<file path="config.mk">
export PLATFORM = sky130hd
export DESIGN_NAME = chl_fifo
export DESIGN_NICKNAME = d
export VERILOG_FILES = /design/src/rtl/chl_pkg.sv /design/src/rtl/chl_fifo.sv
export SDC_FILE = /design/constraint.sdc
export NUM_CORES = 1
export LEC_CHECK = 0
export BUFFER_PORTS_ARGS = -buffer_cell sky130_fd_sc_hd__buf_4
export CAP_MARGIN = 20
export CORE_ASPECT_RATIO = 1.25
export CORE_MARGIN = 8
export CORE_UTILIZATION = 35
export CTS_BUF_LIST = sky130_fd_sc_hd__clkbuf_8
export CTS_CLUSTER_DIAMETER = 120
export DETAILED_ROUTE_END_ITERATION = 12
export GPL_ROUTABILITY_DRIVEN = 0
export GPL_TIMING_DRIVEN = 0
export HOLD_SLACK_MARGIN = 0.05
export PLACE_DENSITY = 0.6
export SYNTH_ARGS = -nofsm -noshare
export SYNTH_HDL_FRONTEND = slang
export SYNTH_SLANG_ARGS = --single-unit
</file>
<file path="constraint.sdc">
create_clock -name clk -period 4.13 [get_ports clk]
set_input_delay 0.2065 -clock clk [delete_from_list [all_inputs] [get_ports clk]]
set_output_delay 0.2065 -clock clk [all_outputs]
set_load 0.01 [all_outputs]
</file>
<file path="src/rtl/chl_pkg.sv">
package chl_pkg;

	localparam int MAX_ENTRIES = 4096;
	localparam int IDX_W       = $clog2(MAX_ENTRIES);
	localparam int CNT_W       = IDX_W + 1;
	localparam int LINK_W      = IDX_W + 1;
	localparam int CFG_W       = 13;
	localparam int OP_W        = 2;
	localparam int KEY_W       = 64;
	localparam int STAT_W      = 2;
	localparam int OUT_IDX_W   = 12;

	localparam int HASH_W      = 17;
	localparam int MOD_BITS    = 4;
	localparam int MOD_ROUNDS  = (HASH_W + MOD_BITS - 1) / MOD_BITS;
	localparam int DIV_W       = MOD_ROUNDS * MOD_BITS;
	localparam int RND_W       = $clog2(MOD_ROUNDS);

	localparam logic [OP_W-1:0] OP_INSERT = 2'd0;
	localparam logic [OP_W-1:0] OP_LOOKUP = 2'd1;
	localparam logic [OP_W-1:0] OP_CLEAR  = 2'd2;

	localparam logic [STAT_W-1:0] ST_OK        = 2'd0;
	localparam logic [STAT_W-1:0] ST_NOT_FOUND = 2'd1;
	localparam logic [STAT_W-1:0] ST_FULL      = 2'd2;

	typedef struct packed {
		logic [OP_W-1:0]  op;
		logic [KEY_W-1:0] key;
		logic [IDX_W-1:0] bucket;
	} chl_cmd_t;

	function automatic logic [7:0] to_upper(input logic [7:0] c);
		return (c >= 8'h61 && c <= 8'h7a) ? c - 8'h20 : c;
	endfunction

	function automatic logic [CNT_W-1:0] eff_count(input logic [CFG_W-1:0] c);
		return (c > CFG_W'(MAX_ENTRIES)) ? CNT_W'(MAX_ENTRIES) : CNT_W'(c);
	endfunction

endpackage

</file>
<file path="src/rtl/chl_fifo.sv">
module chl_fifo (
	input  logic              clk,
	input  logic              arst_n,
	input  logic              push_valid,
	output logic              push_ready,
	input  chl_pkg::chl_cmd_t push_data,
	output logic              pop_valid,
	input  logic              pop_ready,
	output chl_pkg::chl_cmd_t pop_data
);
	import chl_pkg::*;

	chl_cmd_t   mem_q [2];
	logic       wr_ptr_q;
	logic       rd_ptr_q;
	logic [1:0] cnt_q;
	logic       push;
	logic       pop;

	assign push_ready = (cnt_q != 2'd2);
	assign pop_valid  = (cnt_q != 2'd0);
	assign pop_data   = mem_q[rd_ptr_q];
	assign push       = push_valid && push_ready;
	assign pop        = pop_valid && pop_ready;

	always_ff @(posedge clk) begin
		if (push)
			mem_q[wr_ptr_q] <= push_data;
	end

	always_ff @(posedge clk or negedge arst_n) begin
		if (!arst_n) begin
			wr_ptr_q <= 1'b0;
			rd_ptr_q <= 1'b0;
			cnt_q    <= 2'd0;
		end else begin
			if (push)
				wr_ptr_q <= ~wr_ptr_q;
			if (pop)
				rd_ptr_q <= ~rd_ptr_q;
			if (push && !pop)
				cnt_q <= cnt_q + 2'd1;
			else if (pop && !push)
				cnt_q <= cnt_q - 2'd1;
		end
	end

endmodule

</file>
-- Word-level counts from Yosys, hierarchy flattened
Memories as Yosys holds them, arrays and structs flattened.
Index checks and enable logic that the tools add are counted.
- register bits: 4
- latch bits: 0
- bits in writable memories: 156
- ROM bits: 0
- logic and storage cells: 21
- memories: 1
- memories (name ; depth ; width ; read ports ; clocked after Yosys merged registers in ; write ports ; line ; text):
    mem_q ; 2 ; 78 ; 1 ; 0 ; 1 ; chl_fifo.sv:13 ; chl_cmd_t mem_q [2];
- add/subtract/negate cells: 2
- multipliers: 0
- divide/modulo/power cells: 0
- order comparisons: 0
- equal/unequal tests: 1
- shift operators: 0
- muxes and demuxes: 4
- bitwise operators: 2
- reduce and logical (&&, ||, !) cells: 8
- operators with widths (cell ; number):
    logical AND 1 bit ; 4
    2-to-1 mux 2 bit ; 2
    nonzero test 2 bit ; 2
    adder 2 x 1 -> 2 bit, second input constant ; 1
    zero test 1 bit ; 2
    2-to-1 mux 1 bit ; 2
    != test 2 bit, second input constant ; 1
    inverter 1 bit ; 2
    subtractor 2 x 1 -> 2 bit, second input constant ; 1

-- Depth between registers and ports, before layout
Gate-level depths: netlist of run 1.
- depth in word-level cells: 6
- gate-level depth with buffers: 7
- depth with buffers taken out: 7

-- Worst setup path before layout of run 1
No wires, ideal clock.
- path type: register -> register
- start: register cnt_q[0]
- end: memory mem_q[0][0] in the netlist's numbering (enable)
- library setup time: 0.515 ns
- arrival: 3.954 ns
- setup slack: -0.339 ns
- stages on the path, launching flop included: 4
- path buffers: 0
- clock period less this slack: 4.469 ns
- cell sequence: dfrtp_1 nand2b_1 nand2_1 nor2_1
- word-level cells in the longest chain between the ends: 4
- RTL lines (element ; line ; text):
    start: declaration ; chl_fifo.sv:16 ; logic [1:0] cnt_q;
    start signal: assignment ; chl_fifo.sv:42 ; cnt_q <= cnt_q + 2'd1;
    start signal: assignment ; chl_fifo.sv:44 ; cnt_q <= cnt_q - 2'd1;
    != test 2 bit ; chl_fifo.sv:20 ; assign push_ready = (cnt_q != 2'd2);
    named net push_ready ; chl_fifo.sv:5 ; output logic push_ready,
    logical AND 1 bit ; chl_fifo.sv:23 ; assign push = push_valid && push_ready;
    2-to-1 mux 1 bit ; chl_fifo.sv:27 ; if (push)
    2-to-1 mux 1 bit (not written as such) ; chl_fifo.sv:28 ; mem_q[wr_ptr_q] <= push_data;
    end: declaration ; chl_fifo.sv:13 ;
The timed path passes the listed nets, and every way through them passes these cells.

-- Worst setup path after layout of run 1
- start: register cnt_q[0]
- end: memory mem_q[0][7] in the netlist's numbering (enable)
- word-level cells in the longest chain between the ends: 4
- RTL lines (element ; line):
    != test 2 bit ; chl_fifo.sv:20
    logical AND 1 bit ; chl_fifo.sv:23
    2-to-1 mux 1 bit ; chl_fifo.sv:27
    2-to-1 mux 1 bit (not written as such) ; chl_fifo.sv:28
Every way passes these cells.

==> results of run 1 <==
-- path summary, 6_finish.rpt --
check                           slack (ns)      start           to
worst max-delay path                  2.15   cnt_q[0]  mem_q[0][7]
worst max register to register        2.15   cnt_q[0]  mem_q[0][7]
worst min register to register        0.51   cnt_q[1]     cnt_q[1]
max in group asynchronous             3.91     arst_n     rd_ptr_q
min in group asynchronous             0.12     arst_n     wr_ptr_q
worst min-delay path                  0.11  pop_ready     rd_ptr_q
-- placed cells by master, fill, tap and decap left out, drive strengths merged, types with 3 or more instances in the layout --
master and count:
inv 5, dlygate4sd3 79, clkinv 6, buf 173, edfxtp 156, dfrtp 4, mux2 78, bufinv 3
clkbuf 17, xnor2 3
-- kinds of logic after synthesis --
kind of cell	share of synthesized area [%]
flops	81.7
mux	15.6
buf+inv	1.15
simple gates	0.577
xor+xnor	0.748
fa+ha+maj	0.214
-- flip-flops by register name (all words and copies together) (netlist names) --
signal / cells
cnt_q: 2
mem_q: 156
rd_ptr_q: 1
wr_ptr_q: 1
-- through the flow --
stage | setup TNS [ns] | cells
finish | 0 | 757
global route | 0 | 757
CTS | 0 | 756
detailed placement | 0 | 645
global placement | -22.50 | 642
floorplan | 0 | 261
-- critical path, cell delays in order, from the launching register on --
cell and delay, ns:
dfrtp_1 0.41, nand2b_1 0.20, nand2_1 0.16, nor2_4 0.60, buf_12 0.29
-- layer usage --
metal  wire, um  vias to the layer above
met5          0                        -
met4        116                        0
met3        698                        8
met2       7150                      103
met1       4840                     1673
li1           -                     1552
-- cell type report --
cell class	instances	share of cell area [%]
antenna	1	0.0290
buffer	9	0.741
clock buffer	17	2.72
clock inverter	15	1.95
inverter	1	0.0436
multi-input combinational	91	11.8
sequential	160	55.5
tap	220	3.19
timing repair buffer	243	24.0
-- power groups by stage --
stage	sequential [mW]	combinational (mW)	clock [mW]
after floorplan	2.34	1.03	0
after global placement	2.37	1.86	0
after detailed placement	2.34	1.93	0
after CTS	2.31	2.00	1.21
after global routing	2.34	2.10	1.28
final	2.30	1.94	1.16
==> results.json, run 1 <==
{
  "ys_ff_latch": 160,
  "vdd_ir_drop_max_mv": 0.298,
  "vias": 3336,
  "maxCapViolCount": 0,
  "post-route-util_pct": 52.0,
  "grt_pass1_wl_um": 20400,
  "yosysWarnings": 0,
  "power.density_mw_per_mm2": 627,
  "cts_buffer_depth": 2,
  "cp_max_fo": 29,
  "fin_crit_sh_pct": 47.8,
  "dieArea_sq_mm": 0.0212,
  "portBuffers": 161,
  "synth-edff-count": 156,
  "total_power_mw": 5.40,
  "busiest_layer": "met2",
  "synth_area_sq_mm": 0.00586,
  "area_delta_synth_final_pct": 47.1,
  "avgSynthCellArea_sq_um": 22.4,
  "synth_cells": 261,
  "gr-usage-all-layers_pct": 12.4,
  "min_path_type": "primary input to flip-flop",
  "power.switching_mw": 1.56,
  "yosys.area.top_type_share_pct": 80.0,
  "grt_max_degree": 41,
  "ys_async_sr_fraction_pct": 2.50,
  "core_sq_mm": 0.0166,
  "skew_ns": 0.00810,
  "wl_per_cell_um": 16.9,
  "grt_setup_unrepaired": "false",
  "hpwl_um": 8490,
  "synth.top_cells.by_count": "156 x edfxtp_1, 68 x mux2_2, 10 x mux2_4, 6 x buf_2, 4 x dfrtp_1",
  "antenna_found_initial": 1,
  "postCtsHoldBufs": 79,
  "drtIter0Drc": 186,
  "cts_tree": "built",
  "multi_input_area_sq_mm": 0.00102,
  "drtPass1Iterations": 4,
  "ctsResizeCount": 0,
  "grt_pass1_vias": 3984,
  "placed_area_sq_mm": 0.00742,
  "vias_per_cell": 4.41,
  "htree_levels": 4,
  "grt_util_met2_pct": 22.6,
  "fill_cells": 1389,
  "yosys-top-cells-area": "edfxtp_1 80%, mux2_2 13%, mux2_4 2.6%, dfrtp_1 1.7%, buf_6 0.58%",
  "crit_required_ns": 4.26,
  "setup_viol": 0,
  "final_nets": 606,
  "p_int_mw": 3.84,
  "initial_core_util_pct": 35.3,
  "fmax_mhz": 506,
  "grtUsageMet3_pct": 4.69,
  "power_frac_comb_pct": 36.0,
  "wl_um": 12800,
  "fp-row-count": 53,
  "gr-usage-met1_pct": 12.6,
  "end_kind": "flip-flop",
  "hold_slack_ns": 0.113,
  "hold_path_depth": 3,
  "reg2reg_depth": 4,
  "ant_nets": 0,
  "die_h_um": 161,
  "power.share.clock_pct": 21.4,
  "path_class": "flip-flop to flip-flop",
  "hold_viol": 0,
  "path_clk_slew_ns": 0.08,
  "final-seq-area_sq_mm": 0.00478,
  "yosysTopAreaCell": "edfxtp_1",
  "slew_headroom_pct": 50.3,
  "seq_power_share_pct": 42.6,
  "yosysMostFrequentCell": "edfxtp_1",
  "tightest_slew_ns": 0.744,
  "fin_crit_ns": 1.98,
  "postLayoutSetupSlackWorst_ns": 2.15,
  "worstSkewPairLatency_ns": 0.43,
  "drive_above_1_share_pct": 52.6,
  "yosysSeqAreaShare_pct": 81.7,
  "place_ws_ns": 2.11,
  "crit_path_start_kind": "flip-flop",
  "drc": 0,
  "p_sw_share_pct": 29.0,
  "cts_root_buf": "clkbuf_8",
  "die_x_um": 132,
  "synth_cell_types": 15,
  "outcome": "complete, no violations",
  "p_leak_nw": 3.27,
  "post-cts-setup-buffers": 0,
  "grt-ovfl-total": 0,
  "fin_area_sq_mm": 0.00862,
  "synth_top_flop_cell": "edfxtp_1",
  "crit_arrival_ns": 2.10,
  "pin_count": 162,
  "cts_made_buffers": 17,
  "syn-num-nets": 344,
  "slew_viol_final": 0,
  "cts.sinks": 160
}
Power figures use the tool's default switching activity.
==> inputs of run 2 (changes only) <==
==> constraint.sdc (replaced) <==
create_clock -name clk -period 1.7 [get_ports clk]
set_input_delay 0.085 -clock clk [delete_from_list [all_inputs] [get_ports clk]]
set_output_delay 0.085 -clock clk [all_outputs]
set_load 0.01 [all_outputs]
==> run 2 against run 1 <==
The flow now finishes with violations (negative setup slack). Die area did not move. Register-to-register slack worse by 2.0 ns. Clock skew decreased by 0.00056 ns. Total power rose to 2.5 times the previous value. Critical path depth is 1 higher. Clock power increased by 120%. Clock-buffer cell count unchanged. Sequential share of layout area down 1.9 points. Final area increased by 3.6%. First-iteration DRC count down 46%. Via count up 0.63%. Routed wire length is 0.82% higher.
==> results.json, run 2 (synthesized netlist as in run 1, its figures left out) <==
{
  "path_clk_slew_ns": 0.08,
  "gr-usage-all-layers_pct": 12.4,
  "area_delta_synth_final_pct": 52.3,
  "grt-ovfl-total": 0,
  "grt_pass1_wl_um": 20100,
  "die_h_um": 161,
  "seq_power_share_pct": 41.2,
  "largest_reg_flops": 156,
  "reg2reg_to": "mem_q[1][49]",
  "wl_per_cell_um": 16.8,
  "gr-usage-met1_pct": 12.4,
  "startpoint": "rd_ptr_q",
  "grt_max_degree": 57,
  "path_class": "flip-flop to primary output",
  "power.density_mw_per_mm2": 1530,
  "end_kind": "primary output",
  "vdd_ir_drop_max_mv": 0.843,
  "die_x_um": 132,
  "p_int_mw": 9.70,
  "grtUsageMet3_pct": 4.72,
  "portBuffers": 161,
  "violations": "negative setup slack",
  "tightest_slew_ns": 0.540,
  "placed_area_sq_mm": 0.00748,
  "tns_ns": -1.42,
  "reg2reg_depth": 3,
  "core_sq_mm": 0.0166,
  "drtPass1Iterations": 4,
  "fin_area_sq_mm": 0.00892,
  "hold_slack_ns": 0.369,
  "ant_nets": 0,
  "vias": 3357,
  "total_power_mw": 13.6,
  "min_path_type": "primary input to flip-flop",
  "fin_crit_ns": 1.76,
  "power.switching_mw": 3.92,
  "outcome": "complete, but fails checks",
  "initial_core_util_pct": 35.3,
  "skew_ns": 0.00754,
  "grt_setup_unrepaired": "true",
  "finalNonFillerCells": 769,
  "hold_viol": 0,
  "setup_viol": 76,
  "grt_pass1_vias": 3790,
  "p_leak_nw": 3.44,
  "dieArea_sq_mm": 0.0212,
  "fp-row-count": 53,
  "antenna_found_initial": 0,
  "postLayoutSetupSlackWorst_ns": -0.0558,
  "cts_tree": "built",
  "crit_required_ns": 1.62,
  "layout_common_cells": "156 x edfxtp_1, 151 x buf_4, 82 x dlygate4sd3_1",
  "fmax_mhz": 570,
  "antenna_cells": 0,
  "r2r_slack_ns": 0.11,
  "vias_per_cell": 4.37,
  "final_nets": 619,
  "slew_viol_final": 0,
  "fill_cells": 1356,
  "r2r_start": "cnt_q[0]",
  "htree_levels": 4,
  "fin_crit_sh_pct": 103,
  "min_to": "mem_q[0][18]",
  "hpwl_um": 8180,
  "numPlacedInstances": 646,
  "hold_path_depth": 2,
  "cts_made_buffers": 17,
  "final-seq-area_sq_mm": 0.00479,
  "worstSkewPairLatency_ns": 0.44,
  "pin_count": 162,
  "p_sw_share_pct": 28.8,
  "power_frac_comb_pct": 39.8,
  "cts_buffer_depth": 2,
  "cts.sinks": 160,
  "slew_headroom_pct": 64.0,
  "final_common_cell": "edfxtp_1",
  "grt_util_met2_pct": 22.4,
  "cp_max_fo": 10,
  "crit_path_start_kind": "flip-flop",
  "drtIter0Drc": 100,
  "multi_input_area_sq_mm": 0.00108,
  "busiest_layer": "met2",
  "maxCapViolCount": 0,
  "cts_root_buf": "clkbuf_8",
  "wl_um": 12900,
  "drc": 0,
  "drive_above_1_share_pct": 53.6,
  "crit_arrival_ns": 1.67,
  "min_from": "push_data[18]",
  "top_register": "mem_q",
  "power.share.clock_pct": 19.0,
  "reg_top3": "mem_q x156, cnt_q x2"
}
-- run 2: worst max-delay path, stage by stage, from the launching register on --
cell and delay, ns:
dfrtp_1 0.38, buf_6 0.15, buf_12 0.14, buf_12 0.14, mux2_4 0.30, buf_6 0.12
-- run 2: layout make-up --
cell class                 count  area share, %
sequential                   160           53.6
tap                          220           3.08
clock buffer                  17           2.62
buffer                         9           1.08
inverter                       1         0.0421
multi-input combinational     93           12.1
clock inverter                15           1.44
timing repair buffer         254           26.0
-- run 2: per-stage QoR --
stage / setup slack (ns) / utilization [%]
after floorplan: -0.499 / -
after global placement: -1.20 / 44.4
after detailed placement: -0.346 / 45.1
after CTS: -0.117 / 53.4
after global routing: -0.160 / 53.8
final: -0.0558 / 53.8
-- run 2: per-layer routing --
metal,vias up,share of wire [%]
li1,1583,-
met1,1649,38
met2,110,53
met3,15,6.8
met4,0,1.6
met5,-,0
-- run 2: worst max-delay path by stage --
stage / endpoint / slack [ns] / depth (start not counted)
floorplan: mem_q[0][0] / -0.50 / 3
global placement: mem_q[0][52] / -1.20 / 3
detailed placement: mem_q[0][44] / -0.35 / 5
CTS: pop_data[55] / -0.12 / 5
global route: pop_data[64] / -0.16 / 4
finish: pop_data[51] / -0.06 / 5
-- run 2: power groups by stage --
stage	clock, mW	sequential [mW]	combinational (mW)
global placement	0	5.70	4.54
global route	2.85	5.70	5.83
CTS	2.70	5.62	5.41
finish	2.58	5.61	5.42
floorplan	0	5.65	2.53
detailed placement	0	5.69	4.78
-- run 2: timing repair --
action | CTS | global route
hold endpoints to repair | 162 | 0
pin swaps | 2 | 0
cloned | 2 | 1
endpoints found under the setup margin | 193 | 134
hold buffers | 82 | 0
setup buffers | 4 | 2
gates resized for setup | 30 | 9
==> inputs of run 3 (changes only) <==
--- a/config.mk
+++ b/config.mk
@@ -9,14 +9,14 @@
 export CAP_MARGIN = 20
 export CORE_ASPECT_RATIO = 1.25
 export CORE_MARGIN = 8
-export CORE_UTILIZATION = 35
+export CORE_UTILIZATION = 37
 export CTS_BUF_LIST = sky130_fd_sc_hd__clkbuf_8
 export CTS_CLUSTER_DIAMETER = 120
 export DETAILED_ROUTE_END_ITERATION = 12
 export GPL_ROUTABILITY_DRIVEN = 0
 export GPL_TIMING_DRIVEN = 0
 export HOLD_SLACK_MARGIN = 0.05
-export PLACE_DENSITY = 0.6
+export PLACE_DENSITY = 0.63
 export SYNTH_ARGS = -nofsm -noshare
 export SYNTH_HDL_FRONTEND = slang
 export SYNTH_SLANG_ARGS = --single-unit
==> constraint.sdc (replaced) <==
create_clock -name clk -period 1.6 [get_ports clk]
set_input_delay 0.08 -clock clk [delete_from_list [all_inputs] [get_ports clk]]
set_output_delay 0.08 -clock clk [all_outputs]
set_load 0.01 [all_outputs]
==> run 3 against run 2 <==
The run still ends with negative setup slack left. Cell count is 1.2% lower. Via count is 0.27% higher. Flip-flop and latch count stayed put. Clock skew hardly changed. Non-clock buffer count stayed put. Critical endpoint is now pop_data[58]. Largest power group unchanged. Highest routed layer unchanged.
==> results.json, run 3 (synthesized netlist as in run 1, its figures left out) <==
{
  "final_common_cell": "edfxtp_1",
  "total_power_mw": 14.0,
  "path_clk_slew_ns": 0.08,
  "antenna_cells": 0,
  "initial_core_util_pct": 37.6,
  "finalNonFillerCells": 760,
  "hold_path_depth": 2,
  "cp_max_fo": 10,
  "power.density_mw_per_mm2": 1600,
  "reg2reg_depth": 6,
  "reg_top3": "mem_q x156, cnt_q x2",
  "cts_made_buffers": 17,
  "ant_nets": 0,
  "cts_root_buf": "clkbuf_8",
  "largest_reg_flops": 156,
  "slowest_delay_ns": 0.38,
  "vias_per_cell": 4.43,
  "grt_setup_unrepaired": "true",
  "fmax_mhz": 571,
  "layout_common_cells": "156 x edfxtp_1, 153 x buf_4, 82 x dlygate4sd3_1",
  "fp-row-count": 51,
  "hpwl_um": 8310,
  "gr-usage-all-layers_pct": 13.1,
  "drc": 0,
  "core_sq_mm": 0.0156,
  "skew_ns": 0.00794,
  "fin_crit_sh_pct": 109,
  "fin_area_sq_mm": 0.00879,
  "grt_pass1_wl_um": 19700,
  "placed_area_sq_mm": 0.00743,
  "postLayoutSetupSlackWorst_ns": -0.152,
  "crit_slowest_cell": "dfrtp_1",
  "r2r_slack_ns": 0.06,
  "grt-ovfl-total": 0,
  "slew_viol_final": 0,
  "pin_count": 162,
  "outcome": "complete, but fails checks",
  "min_to": "mem_q[0][10]",
  "violations": "negative setup slack",
  "tightest_slew_ns": 0.524,
  "r2r_start": "cnt_q[1]",
  "grt_max_degree": 44,
  "cts.sinks": 160,
  "min_from": "push_data[10]",
  "wl_per_cell_um": 17.2,
  "vdd_ir_drop_max_mv": 0.859,
  "area_delta_synth_final_pct": 50.0,
  "crit_path_start_kind": "flip-flop",
  "wl_um": 13000,
  "drtPass1Iterations": 4,
  "top_register": "mem_q",
  "fin_crit_ns": 1.75,
  "reg2reg_to": "cnt_q[1]",
  "drive_above_1_share_pct": 54.0,
  "cts_buffer_depth": 2,
  "final-seq-area_sq_mm": 0.00479,
  "multi_input_area_sq_mm": 0.00106,
  "worstSkewPairLatency_ns": 0.44,
  "numPlacedInstances": 637,
  "min_path_type": "primary input to flip-flop",
  "crit_arrival_ns": 1.67,
  "hold_viol": 0,
  "drtIter0Drc": 150,
  "path_class": "flip-flop to primary output",
  "die_x_um": 129,
  "vias": 3366,
  "portBuffers": 161,
  "htree_levels": 4,
  "final_nets": 619,
  "p_leak_nw": 3.36,
  "crit_chain": "buf_6, buf_12, buf_12, mux2_4, buf_6",
  "post-route-util_pct": 56.4,
  "fill_cells": 1253,
  "slew_headroom_pct": 65.1,
  "die_h_um": 157,
  "dieArea_sq_mm": 0.0201,
  "end_kind": "primary output",
  "antenna_found_initial": 0,
  "grt_pass1_vias": 3773,
  "cts_tree": "built",
  "maxCapViolCount": 0,
  "crit_required_ns": 1.52,
  "setup_viol": 78
}
[run 3: final cells by class]
cell class / count / area share [%]
clock inverter: 14 / 0.897
sequential: 160 / 54.5
inverter: 1 / 0.0427
multi-input combinational: 93 / 12.0
timing repair buffer: 254 / 25.8
buffer: 9 / 1.10
clock buffer: 17 / 2.66
tap: 212 / 3.02
[run 3: timing repair]
| action | in CTS | in global routing |
|---|---|---|
| hold buffers | 82 | 0 |
| buffers inserted | 6 | 2 |
| pin swaps | 2 | 1 |
| endpoints found under the setup margin | 199 | 79 |
| endpoints found under the hold margin | 162 | 0 |
| resized for setup | 30 | 3 |
| cloned | 2 | 0 |
[run 3: critical path, delay by kind of cell, from the launching register on]
family                 cells  cell delay (ns)
DFF                        1             0.38
buffers and inverters      4             0.54
muxes                      1             0.30
[run 3: metrics by stage]
| step | hold WS (ns) | worst slack, ns | setup TNS (ns) |
|---|---|---|---|
| detailed placement | -0.121 | -0.347 | -30.77 |
| CTS | 0.318 | -0.205 | -13.68 |
| finish | 0.365 | -0.152 | -8.73 |
| global route | 0.329 | -0.217 | -15.45 |
| floorplan | -0.216 | -0.599 | -79.18 |
| global placement | -0.121 | -1.25 | -169.03 |
[run 3: report_power, final]
group / switching [mW] / internal [mW]
registers: 0.247 / 5.72
clock network: 1.41 / 1.03
logic: 2.53 / 3.11
total: 4.18 / 9.86
[run 3: worst max-delay path by stage]
stage,start,to,slack [ns]
after floorplan,cnt_q[0],mem_q[0][0],-0.60
after global placement,cnt_q[0],mem_q[0][32],-1.25
after detailed placement,cnt_q[0],mem_q[0][38],-0.35
after CTS,rd_ptr_q,pop_data[58],-0.21
after global routing,rd_ptr_q,pop_data[34],-0.22
final,rd_ptr_q,pop_data[58],-0.15
[run 3: per-layer routing]
layer / up-vias / GRT usage (%) / share of wire (%)
li1: 1583 / - / -
met1: 1664 / 13.2 / 37
met2: 107 / 23.5 / 54
met3: 12 / 5.45 / 7.4
met4: 0 / 5.10 / 1.3
met5: - / 0 / 0
