--- config.mk ---
export PLATFORM = sky130hd
export DESIGN_NAME = chl_front_flat
export DESIGN_NICKNAME = d
export VERILOG_FILES = /design/src/rtl/chl_pkg.sv /design/src/rtl/chl_in_if.sv /design/src/rtl/chl_front.sv /design/src/flat_wrapper.sv
export SDC_FILE = /design/constraint.sdc
export NUM_CORES = 1
export LEC_CHECK = 0
export BUFFER_PORTS_ARGS = -buffer_cell sky130_fd_sc_hd__buf_2
export CORE_ASPECT_RATIO = 0.5
export CORE_UTILIZATION = 54
export CTS_CLUSTER_DIAMETER = 60
export DETAILED_ROUTE_END_ITERATION = 10
export GPL_ROUTABILITY_DRIVEN = 1
export GPL_TIMING_DRIVEN = 0
export PLACE_DENSITY = 0.79
export RECOVER_POWER = 25
export SLEW_MARGIN = 40
export SYNTH_ARGS = -nofsm -noshare
export SYNTH_HDL_FRONTEND = slang
export SYNTH_SLANG_ARGS = --single-unit
--- constraint.sdc ---
create_clock -name clk -period 12.7 [get_ports clk]
set_clock_uncertainty 0.05 [all_clocks]
set_input_delay 1.905 -clock clk [delete_from_list [all_inputs] [get_ports clk]]
set_output_delay 1.905 -clock clk [all_outputs]
set_load 0.02 [all_outputs]
--- src/rtl/chl_pkg.sv ---
package chl_pkg;

	localparam int MAX_ENTRIES = 4096;
	localparam int IDX_W       = $clog2(MAX_ENTRIES);
	localparam int CNT_W       = IDX_W + 1;
	localparam int LINK_W      = IDX_W + 1;
	localparam int CFG_W       = 13;
	localparam int OP_W        = 2;
	localparam int KEY_W       = 64;
	localparam int STAT_W      = 2;
	localparam int OUT_IDX_W   = 12;

	localparam int HASH_W      = 17;
	localparam int MOD_BITS    = 4;
	localparam int MOD_ROUNDS  = (HASH_W + MOD_BITS - 1) / MOD_BITS;
	localparam int DIV_W       = MOD_ROUNDS * MOD_BITS;
	localparam int RND_W       = $clog2(MOD_ROUNDS);

	localparam logic [OP_W-1:0] OP_INSERT = 2'd0;
	localparam logic [OP_W-1:0] OP_LOOKUP = 2'd1;
	localparam logic [OP_W-1:0] OP_CLEAR  = 2'd2;

	localparam logic [STAT_W-1:0] ST_OK        = 2'd0;
	localparam logic [STAT_W-1:0] ST_NOT_FOUND = 2'd1;
	localparam logic [STAT_W-1:0] ST_FULL      = 2'd2;

	typedef struct packed {
		logic [OP_W-1:0]  op;
		logic [KEY_W-1:0] key;
		logic [IDX_W-1:0] bucket;
	} chl_cmd_t;

	function automatic logic [7:0] to_upper(input logic [7:0] c);
		return (c >= 8'h61 && c <= 8'h7a) ? c - 8'h20 : c;
	endfunction

	function automatic logic [CNT_W-1:0] eff_count(input logic [CFG_W-1:0] c);
		return (c > CFG_W'(MAX_ENTRIES)) ? CNT_W'(MAX_ENTRIES) : CNT_W'(c);
	endfunction

endpackage

--- src/rtl/chl_in_if.sv ---
interface chl_in_if;
	import chl_pkg::*;

	logic             valid;
	logic             ready;
	logic [OP_W-1:0]  operation;
	logic [KEY_W-1:0] key_name;

	modport source(output valid, output operation, output key_name, input ready);
	modport sink(input valid, input operation, input key_name, output ready);

endinterface

--- src/rtl/chl_front.sv ---
module chl_front (
	input  logic                      clk,
	input  logic                      arst_n,
	input  logic [chl_pkg::CFG_W-1:0] entry_count,
	chl_in_if.sink                    in_ch,
	output logic                      cmd_valid,
	input  logic                      cmd_ready,
	output chl_pkg::chl_cmd_t         cmd
);
	import chl_pkg::*;

	typedef enum logic [1:0] {F_IDLE, F_MOD, F_PUSH} fstate_t;

	fstate_t          state_q;
	logic [OP_W-1:0]  op_q;
	logic [KEY_W-1:0] key_q;
	logic [DIV_W-1:0] div_q;
	logic [CNT_W-1:0] rem_q;
	logic [RND_W-1:0] rnd_q;
	logic [CNT_W-1:0] ec;
	logic [CNT_W-1:0] rem_nxt;
	logic             need_mod;

	function automatic logic [HASH_W-1:0] name_hash(input logic [KEY_W-1:0] k);
		logic [HASH_W-1:0] h;
		logic              stop;
		h    = HASH_W'(to_upper(k[7:0]));
		stop = 1'b0;
		for (int i = 1; i < 8; i++) begin
			if (i < 7 && k[8*i +: 8] == 8'd0)
				stop = 1'b1;
			if (!stop)
				h = ((i == 1) ? (h << 1) + h : (h << 1)) + HASH_W'(to_upper(k[8*i +: 8]));
		end
		return h;
	endfunction

	assign ec        = eff_count(entry_count);
	assign need_mod  = (in_ch.operation == OP_INSERT || in_ch.operation == OP_LOOKUP)
			&& ec != '0;
	assign in_ch.ready = (state_q == F_IDLE);
	assign cmd_valid   = (state_q == F_PUSH);
	assign cmd         = '{op: op_q, key: key_q, bucket: rem_q[IDX_W-1:0]};

	always_comb begin
		rem_nxt = rem_q;
		for (int i = 0; i < MOD_BITS; i++) begin
			rem_nxt = {rem_nxt[CNT_W-2:0], div_q[DIV_W-1-i]};
			if (rem_nxt >= ec)
				rem_nxt = rem_nxt - ec;
		end
	end

	always_ff @(posedge clk or negedge arst_n) begin
		if (!arst_n) begin
			state_q <= F_IDLE;
			op_q    <= '0;
			key_q   <= '0;
			div_q   <= '0;
			rem_q   <= '0;
			rnd_q   <= '0;
		end else begin
			unique case (state_q)
				F_IDLE: begin
					if (in_ch.valid) begin
						op_q    <= in_ch.operation;
						key_q   <= in_ch.key_name;
						div_q   <= DIV_W'(name_hash(in_ch.key_name));
						rem_q   <= '0;
						rnd_q   <= '0;
						state_q <= need_mod ? F_MOD : F_PUSH;
					end
				end
				F_MOD: begin
					rem_q <= rem_nxt;
					div_q <= div_q << MOD_BITS;
					rnd_q <= rnd_q + 1'b1;
					if (rnd_q == RND_W'(MOD_ROUNDS - 1))
						state_q <= F_PUSH;
				end
				F_PUSH: begin
					if (cmd_ready)
						state_q <= F_IDLE;
				end
				default: state_q <= F_IDLE;
			endcase
		end
	end

endmodule

--- src/flat_wrapper.sv ---
// flat-port wrapper written by rule: the top's interface ports become plain ports
module chl_front_flat import chl_pkg::*;
  (clk, arst_n, entry_count, cmd_valid, cmd_ready, cmd, in_ch_valid, in_ch_operation, in_ch_key_name, in_ch_ready);
  chl_in_if in_ch_i ();
  input  logic clk;
  input  logic arst_n;
  input  logic [chl_pkg::CFG_W-1:0] entry_count;
  output logic cmd_valid;
  input  logic cmd_ready;
  output chl_pkg::chl_cmd_t cmd;
  input wire logic [$bits(in_ch_i.valid)-1:0] in_ch_valid;
  input wire logic [$bits(in_ch_i.operation)-1:0] in_ch_operation;
  input wire logic [$bits(in_ch_i.key_name)-1:0] in_ch_key_name;
  output wire logic [$bits(in_ch_i.ready)-1:0] in_ch_ready;
  assign in_ch_i.valid = in_ch_valid;
  assign in_ch_i.operation = in_ch_operation;
  assign in_ch_i.key_name = in_ch_key_name;
  assign in_ch_ready = in_ch_i.ready;
  chl_front u_core (.clk(clk), .arst_n(arst_n), .entry_count(entry_count), .in_ch(in_ch_i), .cmd_valid(cmd_valid), .cmd_ready(cmd_ready), .cmd(cmd));
endmodule
After elaboration in Yosys (flattened, before gate mapping)
Cells that the tools add are included.
{ "classes": {"n_addsub": 21, "multipliers": 0, "div_mod_pow": 0, "magnitude_cmp": 21, "eq_ne": 7, "shifts": 0, "muxes": 61, "bitwise": 0, "n_reduce_logical": 23} }
{ "op_table": {"columns": ["operator", "n"], "rows": [
  ["17-bit two-way mux", 19],
  ["17-bit by 8-bit adder with 17-bit output", 7],
  ["8-bit by 7-bit >= comparator with 1-bit output, second input constant", 8],
  ["8-bit by 7-bit less-or-equal comparator with 1-bit output, second input constant", 8],
  ["8-bit two-way mux", 8],
  ["8-bit by 6-bit subtractor with 8-bit output, second input constant", 8],
  ["12-bit two-way mux", 5],
  ["13-bit >= comparator", 4],
  ["8-bit zero test", 6],
  ["12-bit subtractor", 4],
  ["20-bit one-hot mux with 2 select lines", 1],
  ["12-bit one-hot mux with 2 select lines", 1],
  ["20-bit two-way mux", 1],
  ["1-bit two-way mux", 18],
  ["13-bit greater-than comparator, second input constant", 1],
  ["13-bit two-way mux", 1],
  ["13-bit nonzero test", 1],
  ["9-bit by 8-bit adder with 10-bit output", 1],
  ["1-bit logical AND", 9],
  ["2-bit two-way mux", 4],
  ["2-bit one-hot mux with 3 select lines", 1],
  ["3-bit one-hot mux with 2 select lines", 1],
  ["2-bit by 1-bit equality test with 1-bit output, second input constant", 2],
  ["2-bit zero test", 2],
  ["10 further kinds", 12]
]} }
{ "totals": {"ff_bits": 103, "latchBits": 0, "mem_bits_rw": 0, "romBits": 0, "inputBits": 83, "out_inout_bits": 80, "elab_cells": 139, "memories": 0} }

Longest topological paths before layout
Gate-level depths: netlist of run 1.
{ "depth": {"ltp_word": 32, "mapped_depth": 70} }

Least setup slack after synthesis of run 1
No wires, ideal clock.
{ "synth_path": {"path_type": "input to register", "start": "input port entry_count[12] in the netlist's numbering", "end": "register u_core.rem_q[5]", "setup_ns": 0.126, "arrival_time_ns": 13.701, "t_required_ns": 12.524, "setup_slack_ns": -1.177, "cell_stages": 68, "n_path_buf": 4, "cell_sequence": "inv_1 > clkbuf_1 > nand2_1 > ha_1 > nor2b_1 > o21ai_0 > a21oi_1 > o21ai_0 > a21boi_0 > o21ai_0 > a21oi_1 > o21a_1 > o21a_1 > o21ai_0 > a21boi_1 > o21a_1 > nor2_1 > mux2i_1 > [... 32 more ...] > inv_1 > ha_1 > nor2b_1 > o21ai_0 > a21boi_0 > o21ai_0 > a21boi_0 > o21ai_0 > a21boi_0 > o21ai_0 > a21boi_0 > o21ai_0 > nand3b_1 > a21o_1 > a21o_1 > and2_1 > clkbuf_1 > a221o_1"} }
{ "synth_between": {"elab_chain_len": 11} }
{ "synth_lines": {"columns": ["element", "line_no", "source"], "rows": [
  ["start, declared", "flat_wrapper.sv:7", "input logic [chl_pkg::CFG_W-1:0] entry_count;"],
  ["13-bit greater-than comparator", "chl_pkg.sv:38", "return (c > CFG_W'(MAX_ENTRIES)) ? CNT_W'(MAX_ENTRIES) : CNT_W'(c);"],
  ["13-bit two-way mux *", "chl_pkg.sv:38", null],
  ["12-bit subtractor / 13-bit >= comparator (equally long branches)", "chl_front.sv:50, chl_front.sv:49", null],
  ["12-bit two-way mux", "chl_front.sv:49", "if (rem_nxt >= ec)"],
  ["12-bit subtractor / 13-bit >= comparator (equally long branches)", "chl_front.sv:50, chl_front.sv:49", null],
  ["12-bit two-way mux", "chl_front.sv:49", null],
  ["12-bit subtractor / 13-bit >= comparator (equally long branches)", "chl_front.sv:50, chl_front.sv:49", null],
  ["12-bit two-way mux", "chl_front.sv:49", null],
  ["12-bit subtractor / 13-bit >= comparator (equally long branches)", "chl_front.sv:50, chl_front.sv:49", null],
  ["12-bit two-way mux *", "chl_front.sv:49", null],
  ["12-bit one-hot mux with 2 select lines *", "chl_front.sv:63", "unique case (state_q)"],
  ["end signal, assigned", "chl_front.sv:75", "rem_q <= rem_nxt;"],
  ["end, declared", "chl_front.sv:18", "logic [CNT_W-1:0] rem_q;"]
]} }
Every way passes the cells marked *; elsewhere a longest branch is shown, timed or not.
A chain may end at the register's enable or synchronous reset.

Worst setup path after layout of run 1
{ "layout_path": {"start": "input port entry_count[12] in the netlist's numbering", "end": "register u_core.rem_q[11]"} }
The elaborated chain is that of the path after synthesis.

==> results of run 1 <==
==> layout make-up <==
cell class,count,area share
buffer,46,0.0155
antenna,1,0.000179
tap,273,0.0245
multi-input combinational,1292,0.633
sequential,103,0.185
clock buffer,9,0.0161
inverter,103,0.0277
clock inverter,6,0.00511
timing repair buffer,227,0.0926
==> per-layer routing <==
| metal | up-vias | GRT usage | share of wire |
|---|---|---|---|
| met5 | - | 0 | 0 |
| met3 | 122 | 0.0575 | 0.063 |
| met2 | 462 | 0.618 | 0.48 |
| met1 | 5974 | 0.389 | 0.40 |
| met4 | 0 | 0.175 | 0.053 |
| li1 | 5965 | - | - |
==> synthesized netlist by cell type (22+ instances only) <==
| library cell | number | area [µm²] |
|---|---|---|
| sky130_fd_sc_hd__a21o_1 | 45 | 338 |
| sky130_fd_sc_hd__a21oi_1 | 100 | 500 |
| sky130_fd_sc_hd__clkbuf_1 | 36 | 135 |
| sky130_fd_sc_hd__dfrtp_1 | 103 | 2580 |
| sky130_fd_sc_hd__ha_1 | 126 | 1580 |
| sky130_fd_sc_hd__inv_1 | 103 | 387 |
| sky130_fd_sc_hd__nand2_1 | 288 | 1080 |
| sky130_fd_sc_hd__nor2_1 | 129 | 484 |
| sky130_fd_sc_hd__nor3_1 | 30 | 150 |
| sky130_fd_sc_hd__nor4_1 | 22 | 138 |
| sky130_fd_sc_hd__o21ai_0 | 121 | 606 |
| sky130_fd_sc_hd__xnor2_1 | 53 | 464 |
| sky130_fd_sc_hd__xor2_1 | 24 | 210 |
==> registers in the layout (all words and copies together) (netlist names) <==
| name | cells |
|---|---|
| u_core.div_q | 20 |
| u_core.rem_q | 12 |
| u_core.op_q | 2 |
| u_core.rnd_q | 3 |
| u_core.state_q | 2 |
| u_core.key_q | 64 |
==> per-stage QoR <==
stage	setup WS (ns)	hold slack [ns]	utilization	setup TNS, ns	cells
finish	0.387	0.421	0.669	0	2060
global route	-0.0839	0.433	0.669	-0.413	2059
global placement	-2.58	0.403	0.616	-29.14	1980
detailed placement	-2.67	0.407	0.619	-30.08	1982
floorplan	0.0187	0.398	-	0	1545
CTS	0.0161	0.424	0.660	0	2048
==> what timing repair did <==
| action | CTS | global route |
|---|---|---|
| pin swaps | 31 | 31 |
| gates cloned | 0 | 0 |
| hold buffers | 0 | 0 |
| resized for setup | 52 | 34 |
| endpoints found under the setup margin | 12 | 12 |
| buffers inserted | 52 | 11 |
==> worst max-delay path: cells and delay by family <==
kind,cells,cell delay (ns)
fa+ha+maj,4,1.03
compound gates,47,7.07
buf+inv,5,0.72
simple gates,9,1.23
mux,2,0.53
==> logic make-up after synthesis <==
kind of cell,after synthesis,synth area share
AOI/OAI and AO/OA,436,0.243
xor gates and xnor gates,81,0.0646
adders and majority gates,138,0.156
buffers and inverters,150,0.0489
DFF,103,0.221
muxes,25,0.0233
and+or+nand+nor,612,0.243
==> path summary, 6_finish.rpt <==
check / startpoint / end / slack [ns] / cells past startpoint
min in group asynchronous: arst_n / u_core.key_q[7] / 1.79 / 1
setup / recovery: entry_count[12] / u_core.rem_q[11] / 0.39 / 67
hold reg to reg: u_core.key_q[43] / u_core.key_q[43] / 0.42 / 2
max in group asynchronous: arst_n / u_core.key_q[43] / 6.21 / 2
hold / removal: u_core.key_q[43] / u_core.key_q[43] / 0.42 / 2
setup reg to reg: u_core.rem_q[0] / u_core.rem_q[11] / 1.82 / 63
==> results.py, run 1 <==
metrics = {
    "die": {
        "core_area_um2": 20800,
        "die_area_um2": 22200,
        "initial_core_util": 0.559,
        "pin_count": 163,
        "row_count": 37,
        "die_h_um": 106,
        "die-width_um": 210,
    },
    "placed_design": {
        "place_area_um2": 12900,
        "hpwl_mm": 29.6,
        "buffer_ports.inserted": 162,
        "gp_congestion": 0.923,
    },
    "logic_synthesis": {
        "syn_area_per_cell_um2": 7.54,
        "synthesis.instances": 1545,
        "synth_fp_nets": 1766,
        "yosysSeqAreaShare": 0.221,
        "netlist-cell-type-count": 90,
        "synthesis.yosys.warnings": 0,
        "synth_seq_cells": 103,
        "number_of_synthesized_flops_with_an_enable_pin": 0,
        "syn-cell-area_um2": 11600,
        "asyncSetResetFlopFracSynth": 1.00,
        "synth_top_flop_cell": "sky130_fd_sc_hd__dfrtp_1",
    },
    "sta": {
        "timing.max_slew.rel_slack": -1.74,
        "fmax_mhz": 81.2,
        "final-hold-violation-count": 0,
        "final-max-slew-violation-count": 78,
        "period_needed_ns": 12.31,
        "tightest_slew_ns": 4.11,
        "setup_viol": 0,
        "final_min_period_over_clock_period": 0.970,
    },
    "cells_and_area": {
        "most_frequent_cells_in_the_layout": "sky130_fd_sc_hd__nand2_1 (282), sky130_fd_sc_hd__buf_2 (166), sky130_fd_sc_hd__nor2_1 (126)",
        "layout.filler_cells": 1782,
        "multiInputGateArea_um2": 8830,
        "layout_commonest_cell": "sky130_fd_sc_hd__nand2_1",
        "layout-drive-gt1-share": 0.195,
        "seqCellArea_um2": 2580,
        "synthToLayoutAreaGrowth_pct": 19.7,
        "nets": 2003,
        "final_cell_area_um2": 13900,
    },
    "setup_path": {
        "crit_path_frequent_cell": "sky130_fd_sc_hd__o21ai_2",
        "crit_required_ns": 12.90,
        "critical-path-max-stage-delay_ns": 0.33,
        "timing.critical_path.to_type": "register",
        "critPathKind": "in -> reg",
        "setup.worst_path.start_class": "input port",
        "crit_path_max_fanout": 10,
        "crit_arrival_ns": 12.51,
        "cpMaxStageDelayCell": "sky130_fd_sc_hd__mux2i_4",
    },
    "routing": {
        "drt-total-wl_mm": 38.1,
        "detail_route.drc_violations": 0,
        "route.antenna.remaining_nets": 0,
        "total_via_count_after_detailed_routing": 12500,
        "drtIter0Drc": 883,
        "routed_via_density": 6.08,
        "detail_route.wl_per_cell_um": 18.5,
        "drt_pass1_iterations": 6,
    },
    "global_routing": {
        "globalRouteOverflowTotal": 0,
        "antenna_found_initial": 1,
        "global_route_wire_length_before_repair_mm": 60.6,
        "grt_usage": 0.341,
        "vias_in_the_first_global_route": 12300,
        "grt_max_degree": 78,
    },
    "clock_tree": {
        "cts_buffers": 9,
        "cts.root.buffer_cell": "sky130_fd_sc_hd__clkbuf_16",
        "clk_latency_ns": 0.36,
        "cts_tree": "done",
        "cts_num_sinks": 103,
        "clk_transition_reported_paths_ns": 0.08,
        "clock_tree.htree_level_count": 3,
        "cts_buffer_depth": 2,
    },
    "run_status": {
        "failed_checks": "max-capacitance violations, max-slew violations",
        "outcome": "finished, violations left",
    },
    "hold_path": {
        "min_path_type": "reg -> reg",
    },
    "job": {
        "max_cap_viol_count": 1,
    },
}
Power of run 1 is left out: the tool's default activity adds up to more than one toggle a clock period on the data nets, which glitch-free logic cannot reach.
==> inputs of run 2 (changes only) <==
--- a/config.mk
+++ b/config.mk
@@ -6,13 +6,15 @@
 export NUM_CORES = 1
 export LEC_CHECK = 0
 export BUFFER_PORTS_ARGS = -buffer_cell sky130_fd_sc_hd__buf_2
+export CELL_PAD_IN_SITES_DETAIL_PLACEMENT = 1
+export CELL_PAD_IN_SITES_GLOBAL_PLACEMENT = 1
 export CORE_ASPECT_RATIO = 0.5
-export CORE_UTILIZATION = 54
+export CORE_UTILIZATION = 39
 export CTS_CLUSTER_DIAMETER = 60
 export DETAILED_ROUTE_END_ITERATION = 10
 export GPL_ROUTABILITY_DRIVEN = 1
 export GPL_TIMING_DRIVEN = 0
-export PLACE_DENSITY = 0.79
+export PLACE_DENSITY_LB_ADDON = 0.1
 export RECOVER_POWER = 25
 export SLEW_MARGIN = 40
 export SYNTH_ARGS = -nofsm -noshare
==> run 2 against run 1 <==
  * The flow finishes with violations (max-capacitance violations, max-slew violations, negative setup slack)
  * Core utilization decreased by 17 points
  * Worst setup slack got worse by 0.53 ns
  * Sequential cell count did not move
  * Cell count up 8.0%
  * Critical path depth decreased by 5
  * Clock-buffer cell count up 1
  * Cell area grew 5.0%
  * Register-to-register slack got worse by 0.55 ns
  * Via count is 2.6% higher
  * Hold slack worse by 0.0012 ns
  * Critical endpoint unchanged
  * Highest routed layer is now met5
==> results.py, run 2 (synthesis results as in run 1) <==
metrics = {
    "die": {
        "die-width_um": 246,
        "initial_core_util": 0.399,
        "core_area_um2": 29200,
        "row_count": 44,
        "pin_count": 163,
        "die_h_um": 124,
        "die_area_um2": 30600,
    },
    "sta": {
        "tns_ns": -1.26,
        "setup_viol": 12,
        "period_needed_ns": 12.84,
        "final_min_period_over_clock_period": 1.01,
        "worst_path_setup_slack_after_routing_ns": -0.139,
        "final-max-slew-violation-count": 106,
        "final-hold-violation-count": 0,
        "tightest_slew_ns": 4.04,
        "timing.max_slew.rel_slack": -1.69,
        "fmax_mhz": 77.9,
    },
    "routing": {
        "route.antenna.remaining_nets": 0,
        "drt_pass1_iterations": 4,
        "drt-total-wl_mm": 47.7,
        "drtIter0Drc": 563,
        "total_via_count_after_detailed_routing": 12800,
        "detail_route.drc_violations": 0,
        "routed_via_density": 5.78,
        "detail_route.wl_per_cell_um": 21.4,
    },
    "hold_path": {
        "min_path_type": "reg -> reg",
    },
    "clock_tree": {
        "cts_tree": "done",
        "cts.root.buffer_cell": "sky130_fd_sc_hd__clkbuf_16",
        "cts_num_sinks": 103,
        "postCtsHoldBufs": 0,
        "cts_buffers": 9,
        "cts_buffer_depth": 2,
        "clock_tree.htree_level_count": 3,
        "clk_transition_reported_paths_ns": 0.07,
        "clk_latency_ns": 0.37,
    },
    "global_routing": {
        "globalRouteOverflowTotal": 0,
        "grt_usage": 0.311,
        "global_route_wire_length_before_repair_mm": 74.4,
        "grt_max_degree": 74,
        "vias_in_the_first_global_route": 13700,
        "antenna_found_initial": 5,
    },
    "cells_and_area": {
        "layout-drive-gt1-share": 0.226,
        "flip_flop_count_of_the_largest_register_after_layout": 64,
        "multiInputGateArea_um2": 9010,
        "layout_commonest_cell": "sky130_fd_sc_hd__nand2_1",
        "most_frequent_cells_in_the_layout": "sky130_fd_sc_hd__nand2_1 (281), sky130_fd_sc_hd__buf_2 (166), sky130_fd_sc_hd__nor2_1 (124)",
        "synthToLayoutAreaGrowth_pct": 25.7,
        "antenna-diode-count": 0,
        "regMostFlops": "u_core.key_q",
        "layout.filler_cells": 3640,
        "nets": 2049,
        "seqCellArea_um2": 2580,
        "largest_registers": "u_core.key_q x64, u_core.div_q x20, u_core.rem_q x12",
    },
    "placed_design": {
        "hpwl_mm": 34.2,
        "pre_cts_slack_ns": -2.82,
        "buffer_ports.inserted": 162,
        "gp_congestion": 0.880,
    },
    "setup_path": {
        "cpMaxStageDelayCell": "sky130_fd_sc_hd__a211oi_1",
        "critPathKind": "in -> reg",
        "setup.worst_path.start_class": "input port",
        "crit_path_frequent_cell": "sky130_fd_sc_hd__o21ai_2",
        "crit_required_ns": 12.92,
        "timing.critical_path.to_type": "register",
        "critical-path-max-stage-delay_ns": 0.54,
        "crit_arrival_ns": 13.06,
        "crit_path_max_fanout": 8,
    },
    "job": {
        "max_cap_viol_count": 2,
    },
    "run_status": {
        "failed_checks": "max-capacitance violations, max-slew violations, negative setup slack",
        "outcome": "finished, violations left",
    },
}
## run 2: cell types whose count changed in the layout (fill, tap and decap cells not counted), sizes merged
| cell | previous run | this run |
|---|---|---|
| clkinvlp | 4 | 1 |
| buf | 236 | 283 |
| clkinv | 0 | 3 |
| diode | 1 | 0 |
## run 2: worst max-delay path, delay by kind of cell
| family | cells | cell delay (ns) |
|---|---|---|
| AOI/OAI and AO/OA | 42 | 6.85 |
| buffers and inverters | 6 | 0.89 |
| muxes | 1 | 0.19 |
| and+or+nand+nor | 9 | 1.71 |
| adders and majority gates | 4 | 1.48 |
## run 2: path summary, 6_finish.rpt
check / from / end / slack, ns / cells after the start
worst max-delay path: entry_count[12] / u_core.rem_q[11] / -0.14 / 62
worst min-delay path: u_core.key_q[20] / u_core.key_q[20] / 0.42 / 2
worst max register to register: u_core.rem_q[0] / u_core.rem_q[11] / 1.27 / 60
worst min register to register: u_core.key_q[20] / u_core.key_q[20] / 0.42 / 2
max in group asynchronous: arst_n / u_core.div_q[17] / 6.13 / 2
min in group asynchronous: arst_n / u_core.key_q[12] / 1.90 / 1
## run 2: area by class of cell
cell class,count,area share
Buffer,46,0.0167
Clock inverter,6,0.00470
Clock buffer,10,0.0156
Sequential cell,103,0.176
Timing Repair Buffer,273,0.112
Multi-Input combinational cell,1292,0.615
Tap cell,391,0.0334
Inverter,103,0.0264
## run 2: through the flow
stage / hold slack (ns) / util / instance area [µm²] / std cells
global placement: 0.403 / 0.445 / 13000 / 2098
CTS: 0.424 / 0.489 / 14300 / 2206
finish: 0.419 / 0.502 / 14600 / 2224
detailed placement: 0.407 / 0.447 / 13000 / 2100
floorplan: 0.398 / - / 11700 / 1545
global route: 0.448 / 0.502 / 14600 / 2224
## run 2: per-layer routing
| layer | GRT usage | vias up | wire (µm) |
|---|---|---|---|
| met1 | 0.350 | 6301 | 19000 |
| met2 | 0.557 | 316 | 23700 |
| met3 | 0.0716 | 183 | 2650 |
| li1 | - | 6045 | - |
| met5 | 0 | - | 27 |
| met4 | 0.135 | 4 | 2340 |
## run 2: repair_timing
item	4_1_cts	5_1_grt
setup buffers	91	21
pin swaps	44	44
cloned	0	0
endpoints found under the setup margin	12	12
resized for setup	65	58
Power of run 2 is left out for the same reason.
==> inputs of run 3 (changes only) <==
--- a/config.mk
+++ b/config.mk
@@ -6,15 +6,13 @@
 export NUM_CORES = 1
 export LEC_CHECK = 0
 export BUFFER_PORTS_ARGS = -buffer_cell sky130_fd_sc_hd__buf_2
-export CELL_PAD_IN_SITES_DETAIL_PLACEMENT = 1
-export CELL_PAD_IN_SITES_GLOBAL_PLACEMENT = 1
 export CORE_ASPECT_RATIO = 0.5
-export CORE_UTILIZATION = 39
+export CORE_UTILIZATION = 45
 export CTS_CLUSTER_DIAMETER = 60
 export DETAILED_ROUTE_END_ITERATION = 10
 export GPL_ROUTABILITY_DRIVEN = 1
 export GPL_TIMING_DRIVEN = 0
-export PLACE_DENSITY_LB_ADDON = 0.1
+export PLACE_DENSITY = 0.68
 export RECOVER_POWER = 25
 export SLEW_MARGIN = 40
 export SYNTH_ARGS = -nofsm -noshare
==> run 3 against run 2 <==
  * The flow finishes with violations (design-rule violations, max-capacitance violations, max-slew violations)
  * Cell area decreased by 5.1%
  * Maximum frequency up 3.8%
  * Die area down 13%
  * Non-clock buffer count is 62 lower
  * Sequential share of layout area increased by 0.95 points
  * Sequential cell count did not move
  * Clock-buffer cell count stayed put
  * Cell count decreased by 4.9%
  * Critical path depth is 6 higher
  * Wire length shrank 25%
  * Global-route usage is 4.1 points lower
==> results.py, run 3 (synthesis results as in run 1) <==
metrics = {
    "routing": {
        "drt-total-wl_mm": 35.8,
        "detail_route.wl_per_cell_um": 16.9,
        "routed_via_density": 5.68,
        "route.antenna.remaining_nets": 0,
        "drt_pass1_iterations": 9,
        "drtIter0Drc": 759,
        "total_via_count_after_detailed_routing": 12000,
        "detail_route.drc_violations": 1,
    },
    "global_routing": {
        "globalRouteOverflowTotal": 0,
        "antenna_found_initial": 2,
        "global_route_wire_length_before_repair_mm": 57.2,
        "grt_max_degree": 72,
        "vias_in_the_first_global_route": 11300,
        "grt_usage": 0.270,
    },
    "cells_and_area": {
        "most_frequent_cells_in_the_layout": "sky130_fd_sc_hd__nand2_1 (283), sky130_fd_sc_hd__buf_2 (166), sky130_fd_sc_hd__nor2_1 (126)",
        "layout-drive-gt1-share": 0.185,
        "flip_flop_count_of_the_largest_register_after_layout": 64,
        "regMostFlops": "u_core.key_q",
        "antenna-diode-count": 0,
        "largest_registers": "u_core.key_q x64, u_core.div_q x20, u_core.rem_q x12",
        "layout_commonest_cell": "sky130_fd_sc_hd__nand2_1",
        "layout.cells.non_filler": 2115,
        "nets": 1987,
        "synthToLayoutAreaGrowth_pct": 19.3,
    },
    "job": {
        "max_cap_viol_count": 2,
    },
    "placed_design": {
        "pre_cts_slack_ns": -2.46,
        "buffer_ports.inserted": 162,
        "hpwl_mm": 28.0,
        "gp_congestion": 0.950,
        "numPlacedInstances": 2053,
    },
    "setup_path": {
        "crit_required_ns": 12.91,
        "cpMaxStageDelayCell": "sky130_fd_sc_hd__mux2i_4",
        "crit_path_frequent_cell": "sky130_fd_sc_hd__o21ai_2",
        "timing.critical_path.to_type": "register",
        "crit_buf_inv": 5,
        "crit_path_max_fanout": 8,
        "setup.worst_path.start_class": "input port",
        "crit_arrival_ns": 12.57,
        "critical-path-max-stage-delay_ns": 0.32,
        "critPathKind": "in -> reg",
        "critPathTopFamily": "compound AO/OA/AOI/OAI gates",
    },
    "die": {
        "die_area_um2": 26600,
        "die-width_um": 230,
        "die_h_um": 116,
        "pin_count": 163,
        "row_count": 41,
        "core_area_um2": 25300,
        "initial_core_util": 0.461,
    },
    "clock_tree": {
        "cts_tree": "done",
        "clk_transition_reported_paths_ns": 0.07,
        "cts_num_sinks": 103,
        "clk_latency_ns": 0.37,
        "clock_tree.htree_level_count": 3,
        "cts.root.buffer_cell": "sky130_fd_sc_hd__clkbuf_16",
        "cts_buffers": 9,
        "cts_buffer_depth": 2,
    },
    "sta": {
        "fmax_mhz": 80.9,
        "worst_path_setup_slack_after_routing_ns": 0.335,
        "final_min_period_over_clock_period": 0.974,
        "tightest_slew_ns": 3.92,
        "final-max-slew-violation-count": 106,
        "tns_ns": 0,
        "timing.max_slew.rel_slack": -1.61,
        "period_needed_ns": 12.36,
        "setup_viol": 0,
        "holdWs_ns": 0.422,
        "final-hold-violation-count": 0,
    },
    "run_status": {
        "failed_checks": "design-rule violations, max-capacitance violations, max-slew violations",
        "outcome": "finished, violations left",
    },
    "hold_path": {
        "min_path_type": "reg -> reg",
    },
}
==> run 3: changes by cell type in the layout (fill, tap and decap cells not counted), moves of 5 or more <==
cell                       change
sky130_fd_sc_hd__a21boi_1      +6
sky130_fd_sc_hd__a21boi_2      -6
sky130_fd_sc_hd__buf_4        -62
sky130_fd_sc_hd__o21ai_1       +5
==> run 3: path summary, 6_finish.rpt <==
check	from	depth (start not counted)	to	slack, ns
setup / recovery	entry_count[12]	68	u_core.rem_q[4]	0.34
hold / removal	u_core.key_q[16]	2	u_core.key_q[16]	0.42
setup reg to reg	u_core.rem_q[0]	64	u_core.rem_q[4]	1.73
hold reg to reg	u_core.key_q[16]	2	u_core.key_q[16]	0.42
max in group asynchronous	arst_n	2	u_core.div_q[14]	6.17
min in group asynchronous	arst_n	1	u_core.key_q[14]	1.94
==> run 3: per-stage QoR <==
step | utilization | cell area, µm²
6_report | 0.549 | 13900
4_1_cts | 0.539 | 13600
5_1_grt | 0.549 | 13900
2_1_floorplan | - | 11700
3_5_place_dp | 0.513 | 13000
3_3_place_gp | 0.511 | 12900
==> run 3: cell type report <==
| class | count | area, µm² |
|---|---|---|
| buffer | 46 | 218 |
| clock inverter | 6 | 52.6 |
| fill | 2447 | 11400 |
| clock buffer | 10 | 229 |
| inverter | 103 | 387 |
| tap | 344 | 430 |
| multi-input combinational | 1292 | 8830 |
| timing repair buffer | 211 | 1170 |
| sequential | 103 | 2580 |
==> run 3: timing repair <==
action / CTS / global route
buffers inserted: 28 / 19
pin swaps: 23 / 43
resized for setup: 50 / 31
setup endpoints to repair: 12 / 12
hold buffers: 0 / 0
==> run 3: tightest hold or removal path: stages, from the launching register on <==
cell	delay, ns
sky130_fd_sc_hd__dfrtp_1	0.34
sky130_fd_sc_hd__nand2_1	0.05
sky130_fd_sc_hd__nand2_1	0.06
==> run 3: metal layers <==
metal	vias up	track usage	wire [µm]
met5	-	0	23
met4	4	0.0898	999
met3	79	0.0411	1790
met2	352	0.487	17100
met1	5615	0.333	15900
li1	5957	-	-
Power of run 3 is left out for the same reason.
